`src/rtl/core/utf8_stream_decoder_defines.svh`:
```
// Assertion macros shared by the UTF-8 stream decoder modules.
// Each macro expects a clock named clk and an active-low reset named rst_n in scope.
`ifndef UTF8_STREAM_DECODER_DEFINES_SVH
`define UTF8_STREAM_DECODER_DEFINES_SVH

// Condition that must hold at every clock edge outside reset.
`define U8SD_ASSERT(lbl, cond, msg) \
    lbl: assert property (@(posedge clk) disable iff (!rst_n) (cond)) else $error(msg);

// Antecedent in one cycle implies the consequent in the next cycle.
`define U8SD_ASSERT_NEXT(lbl, ante, cons, msg) \
    lbl: assert property (@(posedge clk) disable iff (!rst_n) (ante) |=> (cons)) \
        else $error(msg);

`endif

```
`src/rtl/core/u8sd_pkg.sv`:
```
// Package for the UTF-8 stream decoder: result types, status codes and lead-byte constants.
// No dependencies.
package u8sd_pkg;

    localparam int unsigned ByteW  = 8;
    localparam int unsigned CpW    = 31;
    localparam int unsigned OwedW  = 3;
    localparam int unsigned TdataW = 32;

    typedef enum logic [1:0] {
        ST_OK        = 2'd0,
        ST_BAD_LEAD  = 2'd1,
        ST_TRUNCATED = 2'd2
    } status_t;

    typedef struct packed {
        logic [CpW-1:0] code_point;
        status_t        status;
        logic           at_buffer_end;
    } result_t;

    typedef struct packed {
        logic             emit;
        result_t          result;
        logic [OwedW-1:0] owed_next;
        logic [CpW-1:0]   partial_next;
    } step_t;

    // Lead byte class masks and the patterns they must match.
    localparam logic [ByteW-1:0] LEAD2_MASK = 8'b1110_0000;
    localparam logic [ByteW-1:0] LEAD2_PAT  = 8'b1100_0000;
    localparam logic [ByteW-1:0] LEAD3_MASK = 8'b1111_0000;
    localparam logic [ByteW-1:0] LEAD3_PAT  = 8'b1110_0000;
    localparam logic [ByteW-1:0] LEAD4_MASK = 8'b1111_1000;
    localparam logic [ByteW-1:0] LEAD4_PAT  = 8'b1111_0000;
    localparam logic [ByteW-1:0] LEAD5_MASK = 8'b1111_1100;
    localparam logic [ByteW-1:0] LEAD5_PAT  = 8'b1111_1000;
    localparam logic [ByteW-1:0] LEAD6_MASK = 8'b1111_1110;
    localparam logic [ByteW-1:0] LEAD6_PAT  = 8'b1111_1100;

    // Payload bits carried by each lead form and by a continuation byte.
    localparam logic [ByteW-1:0] PAY2_MASK = 8'b0001_1111;
    localparam logic [ByteW-1:0] PAY3_MASK = 8'b0000_1111;
    localparam logic [ByteW-1:0] PAY4_MASK = 8'b0000_0111;
    localparam logic [ByteW-1:0] PAY5_MASK = 8'b0000_0011;
    localparam logic [ByteW-1:0] PAY6_MASK = 8'b0000_0001;
    localparam logic [ByteW-1:0] CONT_MASK = 8'b0011_1111;

endpackage

```
`src/rtl/core/u8sd_step.sv`:
```
// Combinational decode step: one byte against the running state gives next state and result.
// Depends on u8sd_pkg.
module u8sd_step (
    input  logic [u8sd_pkg::ByteW-1:0] data_byte,
    input  logic                       buffer_end,
    input  logic [u8sd_pkg::OwedW-1:0] owed,
    input  logic [u8sd_pkg::CpW-1:0]   partial,
    output u8sd_pkg::step_t            step
);
    import u8sd_pkg::*;

    logic [CpW-1:0]   shifted;
    logic [OwedW-1:0] owed_dec;
    logic [5:0]       cont_bits;

    assign cont_bits = 6'(data_byte & CONT_MASK);
    assign shifted   = {partial[CpW-7:0], cont_bits};
    assign owed_dec  = owed - OwedW'(1);

    always_comb
    begin
        logic [OwedW-1:0] lead_owed;
        logic [ByteW-1:0] lead_pay;
        logic             lead_ok;

        lead_owed = '0;
        lead_pay  = '0;
        lead_ok   = 1'b1;

        step.emit                 = 1'b0;
        step.result.code_point    = '0;
        step.result.status        = ST_OK;
        step.result.at_buffer_end = buffer_end;
        step.owed_next            = '0;
        step.partial_next         = '0;

        priority if ((data_byte & LEAD2_MASK) == LEAD2_PAT)
        begin
            lead_owed = OwedW'(1);
            lead_pay  = data_byte & PAY2_MASK;
        end
        else if ((data_byte & LEAD3_MASK) == LEAD3_PAT)
        begin
            lead_owed = OwedW'(2);
            lead_pay  = data_byte & PAY3_MASK;
        end
        else if ((data_byte & LEAD4_MASK) == LEAD4_PAT)
        begin
            lead_owed = OwedW'(3);
            lead_pay  = data_byte & PAY4_MASK;
        end
        else if ((data_byte & LEAD5_MASK) == LEAD5_PAT)
        begin
            lead_owed = OwedW'(4);
            lead_pay  = data_byte & PAY5_MASK;
        end
        else if ((data_byte & LEAD6_MASK) == LEAD6_PAT)
        begin
            lead_owed = OwedW'(5);
            lead_pay  = data_byte & PAY6_MASK;
        end
        else
        begin
            lead_ok = 1'b0;
        end

        priority if (owed != '0)
        begin
            // Continuation byte; its top two bits are not checked.
            if (owed_dec == '0)
            begin
                step.emit              = 1'b1;
                step.result.code_point = shifted;
            end
            else if (buffer_end)
            begin
                step.emit          = 1'b1;
                step.result.status = ST_TRUNCATED;
            end
            else
            begin
                step.owed_next    = owed_dec;
                step.partial_next = shifted;
            end
        end
        else if (!data_byte[ByteW-1])
        begin
            step.emit              = 1'b1;
            step.result.code_point = CpW'(data_byte);
        end
        else if (!lead_ok)
        begin
            step.emit          = 1'b1;
            step.result.status = ST_BAD_LEAD;
        end
        else if (buffer_end)
        begin
            step.emit          = 1'b1;
            step.result.status = ST_TRUNCATED;
        end
        else
        begin
            step.owed_next    = lead_owed;
            step.partial_next = CpW'(lead_pay);
        end
    end

endmodule

```
`src/rtl/core/u8sd_out_buf.sv`:
```
// Two-entry result buffer (output register plus skid register) for the decoder results.
// Depends on u8sd_pkg and the assertion macro header.
`include "utf8_stream_decoder_defines.svh"
module u8sd_out_buf (
    input  logic              clk,
    input  logic              rst_n,
    input  logic              in_valid,
    output logic              in_ready,
    input  u8sd_pkg::result_t in_data,
    output logic              out_valid,
    input  logic              out_ready,
    output u8sd_pkg::result_t out_data
);
    import u8sd_pkg::*;

    logic    main_valid_reg;
    logic    main_valid_next;
    logic    skid_valid_reg;
    logic    skid_valid_next;
    result_t main_reg;
    result_t main_next;
    result_t skid_reg;
    result_t skid_next;
    logic    push;
    logic    pop;

    assign in_ready  = !skid_valid_reg;
    assign push      = in_valid && in_ready;
    assign pop       = main_valid_reg && out_ready;
    assign out_valid = main_valid_reg;
    assign out_data  = main_reg;

    always_comb
    begin
        main_valid_next = main_valid_reg;
        skid_valid_next = skid_valid_reg;
        main_next       = main_reg;
        skid_next       = skid_reg;
        if (pop)
        begin
            if (skid_valid_reg)
            begin
                main_next       = skid_reg;
                skid_valid_next = 1'b0;
            end
            else if (push)
            begin
                main_next = in_data;
            end
            else
            begin
                main_valid_next = 1'b0;
            end
        end
        else if (push)
        begin
            if (!main_valid_reg)
            begin
                main_next       = in_data;
                main_valid_next = 1'b1;
            end
            else
            begin
                skid_next       = in_data;
                skid_valid_next = 1'b1;
            end
        end
    end

    always_ff @(posedge clk or negedge rst_n)
    begin
        if (!rst_n)
        begin
            main_valid_reg <= 1'b0;
            skid_valid_reg <= 1'b0;
        end
        else
        begin
            main_valid_reg <= main_valid_next;
            skid_valid_reg <= skid_valid_next;
        end
    end

    always_ff @(posedge clk)
    begin
        main_reg <= main_next;
        skid_reg <= skid_next;
    end

    `U8SD_ASSERT(a_skid_behind_main, !skid_valid_reg || main_valid_reg, "skid full with output empty")
    `U8SD_ASSERT_NEXT(a_stall_fills_skid, main_valid_reg && !out_ready && push, skid_valid_reg, "stalled result lost")

endmodule

```
`src/rtl/core/utf8_stream_decoder.sv`:
```
// Top level of the UTF-8 stream decoder: state registers, decode step and result buffer.
// Depends on u8sd_pkg, u8sd_step, u8sd_out_buf and the assertion macro header.
//
// Streaming decoder for the original 31-bit UTF-8 form, with sequences of one to six
// bytes. Each request on the slave side carries one byte in s_tdata and, in s_tlast, a
// flag that marks the last byte of a buffer. When a request is taken, the byte is
// decoded against the count of continuation bytes still owed and the partial code point,
// both held in registers, and a finished result goes straight into the result buffer.
// The block sustains one byte per clock while s_tready is high; the only loop is the
// registered update of the owed count and the six-bit shift-in of the partial value. The
// output has a register and a skid register behind it, so s_tready stays high while one
// result waits and drops only when both are full; results reach the master side from the
// output register. Bytes that leave a sequence open produce no result. Continuation bytes
// are merged by their low six bits without checking the top two bits. Status on m_tuser
// is ok, invalid lead (a continuation byte, 0xFE or 0xFF seen while idle) or truncated (a
// buffer that ends inside a sequence, including a multi-byte lead that is itself the last
// byte); error results carry a zero code point, and the decoder returns to idle after
// either error. m_tlast copies the end flag of the byte that produced the result.
`include "utf8_stream_decoder_defines.svh"
module utf8_stream_decoder (
    input  logic                        clk,
    input  logic                        rst_n,
    input  logic                        s_tvalid,
    output logic                        s_tready,
    input  logic [u8sd_pkg::ByteW-1:0]  s_tdata,   // [7:0] data_byte
    input  logic                        s_tlast,   // buffer_end
    output logic                        m_tvalid,
    input  logic                        m_tready,
    output logic [u8sd_pkg::TdataW-1:0] m_tdata,   // [30:0] code_point, [31] zero
    output logic [1:0]                  m_tuser,   // [1:0] status
    output logic                        m_tlast    // at_buffer_end
);
    import u8sd_pkg::*;

    logic [OwedW-1:0] owed_reg;
    logic [OwedW-1:0] owed_next;
    logic [CpW-1:0]   partial_reg;
    logic [CpW-1:0]   partial_next;
    logic             accept;
    step_t            step;
    result_t          out_result;

    // A request is taken whenever the result buffer has room for one more result.
    assign accept = s_tvalid && s_tready;

    u8sd_step u_step (
        .data_byte  (s_tdata),
        .buffer_end (s_tlast),
        .owed       (owed_reg),
        .partial    (partial_reg),
        .step       (step)
    );

    // State moves only on an accepted byte.
    assign owed_next    = accept ? step.owed_next    : owed_reg;
    assign partial_next = accept ? step.partial_next : partial_reg;

    always_ff @(posedge clk or negedge rst_n)
    begin
        if (!rst_n)
        begin
            owed_reg    <= '0;
            partial_reg <= '0;
        end
        else
        begin
            owed_reg    <= owed_next;
            partial_reg <= partial_next;
        end
    end

    u8sd_out_buf u_out_buf (
        .clk       (clk),
        .rst_n     (rst_n),
        .in_valid  (s_tvalid && step.emit),
        .in_ready  (s_tready),
        .in_data   (step.result),
        .out_valid (m_tvalid),
        .out_ready (m_tready),
        .out_data  (out_result)
    );

    assign m_tdata = {1'b0, out_result.code_point};
    assign m_tuser = out_result.status;
    assign m_tlast = out_result.at_buffer_end;

    `U8SD_ASSERT(a_owed_range, owed_reg <= OwedW'(5), "owed count beyond six-byte form")
    `U8SD_ASSERT(a_idle_partial_clear, owed_reg != '0 || partial_reg == '0, "idle with stale partial value")
    `U8SD_ASSERT(a_error_zero_cp, !m_tvalid || m_tuser == ST_OK || m_tdata == '0, "error result with nonzero code point")
    `U8SD_ASSERT_NEXT(a_silent_byte_opens, accept && !step.emit, owed_reg != '0, "byte without result left decoder idle")

endmodule
```
`config.mk`:
```
export PLATFORM = sky130hd
export DESIGN_NAME = utf8_stream_decoder
export DESIGN_NICKNAME = d
export VERILOG_FILES = /design/src/rtl/core/u8sd_pkg.sv /design/src/rtl/core/u8sd_step.sv /design/src/rtl/core/u8sd_out_buf.sv /design/src/rtl/core/utf8_stream_decoder.sv
export VERILOG_INCLUDE_DIRS = /design/src /design/src/rtl/core
export SDC_FILE = /design/constraint.sdc
export NUM_CORES = 1
export LEC_CHECK = 0
export ABC_CLOCK_PERIOD_IN_PS = 10970
export BUFFER_PORTS_ARGS = -buffer_cell sky130_fd_sc_hd__buf_4
export CAP_MARGIN = 25
export CORE_UTILIZATION = 65
export CTS_BUF_LIST = sky130_fd_sc_hd__clkbuf_2
export DETAILED_ROUTE_END_ITERATION = 7
export GPL_ROUTABILITY_DRIVEN = 0
export PLACE_DENSITY = 0.88
export SKIP_CTS_REPAIR_TIMING = 1
export SLEW_MARGIN = 20
export SYNTH_ARGS = -nofsm -noshare
export SYNTH_HDL_FRONTEND = slang
export SYNTH_SLANG_ARGS = --single-unit
```
`constraint.sdc`:
```
create_clock -name clk -period 10.97 [get_ports clk]
set_input_delay 1.6455 -clock clk [delete_from_list [all_inputs] [get_ports clk]]
set_output_delay 1.6455 -clock clk [all_outputs]
set_load 0.005 [all_outputs]
```
==> metrics.md, run 1 <==
| Metric | Value |
|---|---|
| Outcome | `completed` |
| Die boundary width | `about 80 um` |
| Clock root buffer | `sky130_fd_sc_hd__clkbuf_2` |
| Critical path capture point type | `register` |
| Cell Area, Synth | `between 4000 and 5000 sq um` |
| Leak | `between 2 and 2.5 nW` |
| Count of clock tree sinks | `between 90 and 100` |
| Synthesis-stage register bit count | `approximately 100` |
| Setup repair after global routing missed its margin | `false` |
| Average footprint of a synthesized cell | `about 13 sq um` |
| Post-Route WL | `between 7000 and 8000 um` |
| Ant diodes | `0` |
| Total Nets Final | `about 400` |
| Most area-consuming cells after synthesis | `sky130_fd_sc_hd__edfxtp_1 (49%), sky130_fd_sc_hd__dfrtp_1 (18%), sky130_fd_sc_hd__mux2_2 (6.7%)` |
| Number of fillers in the final layout | `378` |
| Post-synth top flop | `sky130_fd_sc_hd__edfxtp_1` |
| PnR Total Power | `~1.0 mW` |
| Worst clock skew | `between 0.02 and 0.025 ns` |
| Critical-path cell list | `buf_4 > and3_1 > nand3_1 > a21o_1 > nor4_2 > buf_4` |
| Fraction of post-synthesis cell area in the top cell type by area | `around half` |
| Power density relative to cell area | `about 220 nW/um^2` |
| Share of the cycle needed by the critical path after routing | `between 20% and 30%` |
| Number of enable-type register cells in the synthesized netlist | `68` |
| Fraction of final layout cells with drive strength greater than 1 | `around 27%` |
| Cell count after synthesis | `333` |
| Synthesized Nets | `between 300 and 400` |
| Critical path origin | `s_tdata[3]` |
| Slowest CP cell | `sky130_fd_sc_hd__nor4_2` |
| Count of vias placed by the detailed router | `~2700` |
| Multi-input gate area in the final layout | `approximately 1300 sq um` |
| Vias in the first global route | `between 2000 and 2500` |
| Cell taking the most area after synthesis | `sky130_fd_sc_hd__edfxtp_1` |
| Pre-Repair DR Iteration Count | `4` |
| Sequential cell area | `2793 sq um` |
| Max Buffers Root-to-Sink | `2` |
| Class of the worst hold path | `register to register` |
| Post-DR wirelength/cell | `around 16 um` |
| Final worst path period need | `between 3 and 4 ns` |
| Pin count of the biggest net entering global routing | `37` |
| Arrival @ worst endpoint | `~3.4 ns` |
| Endpoint of the worst setup timing path | `u_out_buf.skid_reg[23]` |
| Cell family with the largest share of critical-path delay | `simple AND/OR/NAND/NOR gates` |
| FF-to-FF setup slack | `slightly above 8 ns` |
| Crit path largest cell delay | `0.50 ns` |
| Worst Reg2Reg Path Length in Cells | `7` |
| Max-cap check violation count | `0` |
| Per-cell via count in the routed design | `between 5 and 6` |
| Post-synthesis to final-layout area growth | `12.88%` |
| Sequential area share after synthesis | `66.53%` |
| Peak supply drop | `between 0.1 and 0.15 mV` |
| Die area | `6783 sq um` |
| Category of the most critical setup path | `input pin to register` |
| Number of distinct standard cells referenced by the synthesized netlist | `42` |
| Clock-pin transition on the worst setup and hold timing paths | `approximately 0.20 ns` |
| Final standard cell utilization of the core | `between 70 and 80%` |
| Drt drc | `0` |
| Endpoint of the lowest-slack register-to-register path | `u_out_buf.skid_reg[23]` |
| Ports placed on the boundary | `50` |
| Antenna violation net count after detailed routing | `0` |
| Max_slew headroom | `between 50% and 60%` |
| 1st-iter DRT viols | `255` |
| Number of antenna violations at the first check in global routing | `0` |
| Clock tree from TritonCTS | `yes` |
| Gr usage total | `between 20% and 30%` |
| Latest clock arrival within the worst-skew pair | `about 0.52 ns` |
| Core outline area | `6061 sq um` |
| Final hold violation count | `0` |
| Worst EP required | `11.18 ns` |
| Crit-path most repeated cell | `sky130_fd_sc_hd__buf_4` |
| Startpoint of the lowest-slack register-to-register path | `owed_reg[0]` |
| Setup TNS after final layout | `0 ns` |
| Num CTS Buffers | `9` |
| Depth of the critical timing path with buffers and inverters included | `6` |
| Crit path buf inv count | `2` |
| Synth async-reset ratio | `a little under a third` |
| Initial standard-cell utilization of the core | `69.26%` |
| Cell area after layout | `~4700 sq um` |
| First-pass GRT wire length | `11960 um` |
| H-Tree Depth | `3` |
| Detailed placer's ending HPWL | `5091 um` |
| Number of port buffers | `48` |
| Max Fclk | `311.5 MHz` |
| Launching element type of the critical path | `input pin` |
| Fin. max-slew vios | `0` |
| Die Y-Extent | `around 80 um` |
| Row count | `28` |
| Worst-margin pin slew | `0.6399 ns` |
| Finish-stage setup viols | `0` |
| Cell Area, Placed | `4626 sq um` |
| Remaining Overflow, GRT | `0` |
| Critical path fanouts, max | `25` |
| Total number of yosys warnings | `0` |
==> metrics by stage <==
stage	hold slack, ns	worst slack (ns)	instances
global route	0.5333	7.728	462
detailed placement	0.4521	6.884	445
CTS	0.4977	7.459	461
global placement	0.4484	7.002	444
floorplan	0.4304	5.004	333
finish	0.4954	7.760	462
==> worst register-to-register path, delay by kind of cell (launching register included) <==
| family | cells | cell delay [ns] |
|---|---|---|
| buffers and inverters | 2 | 0.55 |
| flip-flops | 1 | 0.43 |
| adder cells (fa/ha/maj) | 1 | 0.28 |
| AND/OR/NAND/NOR | 2 | 0.77 |
| AO/OA/AOI/OAI | 2 | 0.33 |
==> worst min-delay path by stage <==
stage	start	endpoint	slack (ns)	cells past startpoint
final	partial_reg[21]	partial_reg[21]	0.50	2
after global routing	partial_reg[21]	partial_reg[21]	0.53	2
after CTS	partial_reg[20]	partial_reg[20]	0.50	2
after detailed placement	partial_reg[20]	partial_reg[20]	0.45	2
after global placement	partial_reg[20]	partial_reg[20]	0.45	2
after floorplan	partial_reg[19]	partial_reg[19]	0.43	2
==> power breakdown <==
group	internal, mW	total (mW)	switching [mW]
clock network	0.0564	0.164	0.108
registers	0.505	0.544	0.0388
logic	0.142	0.341	0.200
==> cell usage in the layout (no fill, tap or decap), types with 9 or more instances in the layout <==
cell,netlist,layout
sky130_fd_sc_hd__mux2_2,25,25
sky130_fd_sc_hd__o21ai_0,11,11
sky130_fd_sc_hd__nand2_1,68,68
sky130_fd_sc_hd__nand3_1,21,21
sky130_fd_sc_hd__inv_1,9,9
sky130_fd_sc_hd__clkbuf_2,0,14
sky130_fd_sc_hd__edfxtp_1,68,68
sky130_fd_sc_hd__dfrtp_1,30,30
sky130_fd_sc_hd__and2_1,25,25
sky130_fd_sc_hd__buf_4,3,54
==> Yosys cell counts (2+ instances only) <==
cell,count
sky130_fd_sc_hd__nand3_1,21
sky130_fd_sc_hd__o21ai_0,11
sky130_fd_sc_hd__buf_6,2
sky130_fd_sc_hd__a211oi_1,2
sky130_fd_sc_hd__nor3_1,2
sky130_fd_sc_hd__mux2_2,25
sky130_fd_sc_hd__edfxtp_1,68
sky130_fd_sc_hd__nand2b_1,3
sky130_fd_sc_hd__nand2_1,68
sky130_fd_sc_hd__nor2_1,7
sky130_fd_sc_hd__a31o_2,2
sky130_fd_sc_hd__nor2b_1,7
sky130_fd_sc_hd__a21oi_1,6
sky130_fd_sc_hd__buf_2,2
sky130_fd_sc_hd__dfrtp_1,30
sky130_fd_sc_hd__ha_1,3
sky130_fd_sc_hd__a31oi_1,2
sky130_fd_sc_hd__clkbuf_1,11
sky130_fd_sc_hd__buf_4,3
sky130_fd_sc_hd__o31ai_1,4
sky130_fd_sc_hd__inv_1,9
sky130_fd_sc_hd__and2_1,25
==> logic make-up after synthesis <==
| kind of cell | count (synthesis) | synth area share, % |
|---|---|---|
| mux | 26 | 6.945 |
| simple gates | 138 | 15.62 |
| buf+inv | 27 | 3.100 |
| fa+ha+maj | 3 | 0.8943 |
| flops | 98 | 66.53 |
| xor+xnor | 1 | 0.2087 |
| other cells | 1 | 0.08933 |
| compound gates | 39 | 6.617 |
==> layout make-up <==
class | count | area share [%]
clock buffer | 13 | 1.373
clock inverter | 3 | 0.8978
inverter | 9 | 0.7130
multi-input combinational | 208 | 27.33
sequential | 98 | 58.94
tap | 75 | 1.980
timing repair buffer | 56 | 8.767
==> per-layer routing <==
metal / global-route usage, % / share of wire [%] / vias up / routed length (um)
met4: 14.21 / 3.0 / 0 / 227
li1: - / - / 1269 / -
met2: 40.00 / 50 / 118 / 3762
met1: 32.73 / 41 / 1309 / 3096
met5: 0 / 0 / - / 0
met3: 3.516 / 5.9 / 19 / 441
(Power assumes the default switching activity.)
==> inputs of run 2 (changes only) <==
--- a/config.mk
+++ b/config.mk
@@ -6,14 +6,14 @@
 export SDC_FILE = /design/constraint.sdc
 export NUM_CORES = 1
 export LEC_CHECK = 0
-export ABC_CLOCK_PERIOD_IN_PS = 10970
+export ABC_CLOCK_PERIOD_IN_PS = 2860
 export BUFFER_PORTS_ARGS = -buffer_cell sky130_fd_sc_hd__buf_4
 export CAP_MARGIN = 25
-export CORE_UTILIZATION = 65
+export CORE_UTILIZATION = 54
 export CTS_BUF_LIST = sky130_fd_sc_hd__clkbuf_2
 export DETAILED_ROUTE_END_ITERATION = 7
 export GPL_ROUTABILITY_DRIVEN = 0
-export PLACE_DENSITY = 0.88
+export PLACE_DENSITY = 0.78
 export SKIP_CTS_REPAIR_TIMING = 1
 export SLEW_MARGIN = 20
 export SYNTH_ARGS = -nofsm -noshare
==> constraint.sdc (replaced) <==
create_clock -name clk -period 2.86 [get_ports clk]
set_input_delay 0.429 -clock clk [delete_from_list [all_inputs] [get_ports clk]]
set_output_delay 0.429 -clock clk [all_outputs]
set_load 0.005 [all_outputs]
==> run 2 against run 1 <==
Effect of this change: register-to-register slack got worse by 7.7 ns; hold slack got worse by 0.42 ns; sequential cell count unchanged; sequential power increased to 3.8 times the previous value; global-route usage decreased by 4.4 points; via count decreased by 1.4%; first-iteration DRC count increased by 30%; die area increased by 20%; highest routed layer unchanged.
==> metrics.md, run 2 (synthesis gave the netlist of run 1 again) <==
| Metric | Value |
|---|---|
| Ports placed on the boundary | `50 (unchanged)` |
| Post-DR wirelength/cell | `15.45 um (-5.2%)` |
| Peak supply drop | `0.5215 mV (+270%)` |
| Class of the worst hold path | `input pin to register` |
| Sequential cell area | `2793 sq um (unchanged)` |
| Power density relative to cell area | `855.8 nW/um^2 (+290%)` |
| Number of cells traversed by the worst hold path | `2 (unchanged)` |
| Dpl cells | `472 (+6.1%)` |
| 1st-iter DRT viols | `331 (+30%)` |
| Drt drc | `0 (unchanged)` |
| Ant diodes | `0 (unchanged)` |
| Worst clock skew | `0.02570 ns (+0.005243 ns)` |
| Detailed placer's ending HPWL | `5019 um (-1.4%)` |
| Multi-input gate area in the final layout | `1304 sq um (+0.68%)` |
| Clock-pin transition on the worst setup and hold timing paths | `0.26 ns (+0.06 ns)` |
| Per-cell via count in the routed design | `5.476 (-6.8%)` |
| Worst-margin pin slew | `0.6150 ns (-0.02496 ns)` |
| Die Y-Extent | `90.17 um (+9.5%)` |
| Initial standard-cell utilization of the core | `56.96% (-12 points)` |
| Num CTS Buffers | `9 (unchanged)` |
| Category of the most critical setup path | `register to register` |
| Outcome | `completed` |
| Finish-stage setup viols | `0 (unchanged)` |
| Cell area after layout | `4831 sq um (+2.0%)` |
| Launching element type of the critical path | `register` |
| Arrival @ worst endpoint | `2.56 ns (-0.86 ns)` |
| H-Tree Depth | `3 (unchanged)` |
| Die boundary width | `90.17 um (+9.5%)` |
| Worst EP required | `3.19 ns (-7.99 ns)` |
| Critical path capture point type | `register` |
| First-pass GRT wire length | `12790 um (+6.9%)` |
| Final standard cell utilization of the core | `65.55% (-13 points)` |
| Row count | `31 (+11%)` |
| Count of vias placed by the detailed router | `2678 (-1.4%)` |
| Remaining Overflow, GRT | `0 (unchanged)` |
| Max-cap check violation count | `0 (unchanged)` |
| Max_slew headroom | `59.00% (+2.0 points)` |
| Post-synthesis to final-layout area growth | `15.08%` |
| Number of fillers in the final layout | `595 (+57%)` |
| Max Buffers Root-to-Sink | `2 (unchanged)` |
| Total Nets Final | `401 (+0.75%)` |
| Setup TNS after final layout | `0 ns (unchanged)` |
| Post-Route WL | `7556 um (+0.37%)` |
| Clock tree from TritonCTS | `yes` |
| Critical path fanouts, max | `20 (-20%)` |
| Final worst path period need | `2.235 ns` |
| Die area | `8131 sq um (+20%)` |
| Share of the cycle needed by the critical path after routing | `78.14%` |
| Gr usage total | `20.50% (-4.4 points)` |
| PnR Total Power | `4.134 mW (+290%)` |
| Number of port buffers | `48 (unchanged)` |
| Worst Reg2Reg Path Length in Cells | `7 (unchanged)` |
| Vias in the first global route | `2606 (+4.6%)` |
| Cell Area, Placed | `4690 sq um (+1.4%)` |
| Count of clock tree sinks | `98 (unchanged)` |
| Number of antenna violations at the first check in global routing | `0 (unchanged)` |
| Most frequent cells in the layout | `sky130_fd_sc_hd__nand2_1 (68), sky130_fd_sc_hd__edfxtp_1 (68), sky130_fd_sc_hd__buf_4 (58)` |
| Final hold violation count | `0 (unchanged)` |
| Pin count of the biggest net entering global routing | `32 (-14%)` |
| Setup repair after global routing missed its margin | `false` |
| Pre-Repair DR Iteration Count | `5 (+1)` |
| Leak | `2.060 nW (+0.93%)` |
| Fin. max-slew vios | `0 (unchanged)` |
| Core outline area | `7370 sq um (+22%)` |
| Latest clock arrival within the worst-skew pair | `0.56 ns (+0.04 ns)` |
| Antenna violation net count after detailed routing | `0 (unchanged)` |
| Max Fclk | `447.5 MHz` |
| Finished Layout Cells | `489 (+5.8%)` |
| Clock root buffer | `sky130_fd_sc_hd__clkbuf_2` |
| Fraction of final layout cells with drive strength greater than 1 | `27.69% (+0.56 points)` |
## run 2: final cells by class
type | instances | share of cell area [%]
clock inverter | 7 | 1.787
timing repair buffer | 59 | 9.220
sequential | 98 | 57.81
tap | 99 | 2.564
clock buffer | 9 | 0.9324
multi-input combinational | 208 | 26.99
inverter | 9 | 0.6993
## run 2: metrics by stage
stage               setup slack (ns)  hold WS (ns)
finish                        0.6253       0.07139
global placement              0.7608        0.3794
global route                  0.5069       0.04410
detailed placement            0.6804        0.3766
CTS                           0.6428       -0.2929
floorplan                    0.09099        0.1334
## run 2: critical path, cell delays in order, from the launching register on
cell	delay, ns
sky130_fd_sc_hd__dfrtp_1	0.44
sky130_fd_sc_hd__inv_1	0.11
sky130_fd_sc_hd__ha_1	0.25
sky130_fd_sc_hd__nand4b_1	0.19
sky130_fd_sc_hd__nor2_1	0.31
sky130_fd_sc_hd__a21o_1	0.35
sky130_fd_sc_hd__o31ai_4	0.09
sky130_fd_sc_hd__buf_4	0.24
## run 2: routing by layer
metal | GRT usage, % | vias to the layer above | wire length (um)
met5 | 0 | - | 0
met4 | 9.409 | 0 | 189
met3 | 5.415 | 18 | 428
met2 | 31.30 | 97 | 3665
met1 | 27.64 | 1288 | 3273
li1 | - | 1275 | -
## run 2: path summary, 6_finish.rpt
path                            startpoint  slack (ns)                  endpoint
setup / recovery               owed_reg[0]        0.63    u_out_buf.out_data[23]
hold / removal                    m_tready        0.07  u_out_buf.skid_valid_reg
setup reg to reg               owed_reg[0]        0.63    u_out_buf.out_data[23]
hold reg to reg            partial_reg[21]        0.51           partial_reg[21]
max in group asynchronous            rst_n        2.30            partial_reg[3]
min in group asynchronous            rst_n        0.26               owed_reg[2]
## run 2: power by group
part,leakage [nW],internal (mW),switching [mW],total (mW)
registers,1.05,1.93,0.142,2.08
logic,0.930,0.567,0.779,1.35
clock network,0.0761,0.220,0.492,0.711
total,2.06,2.72,1.41,4.13
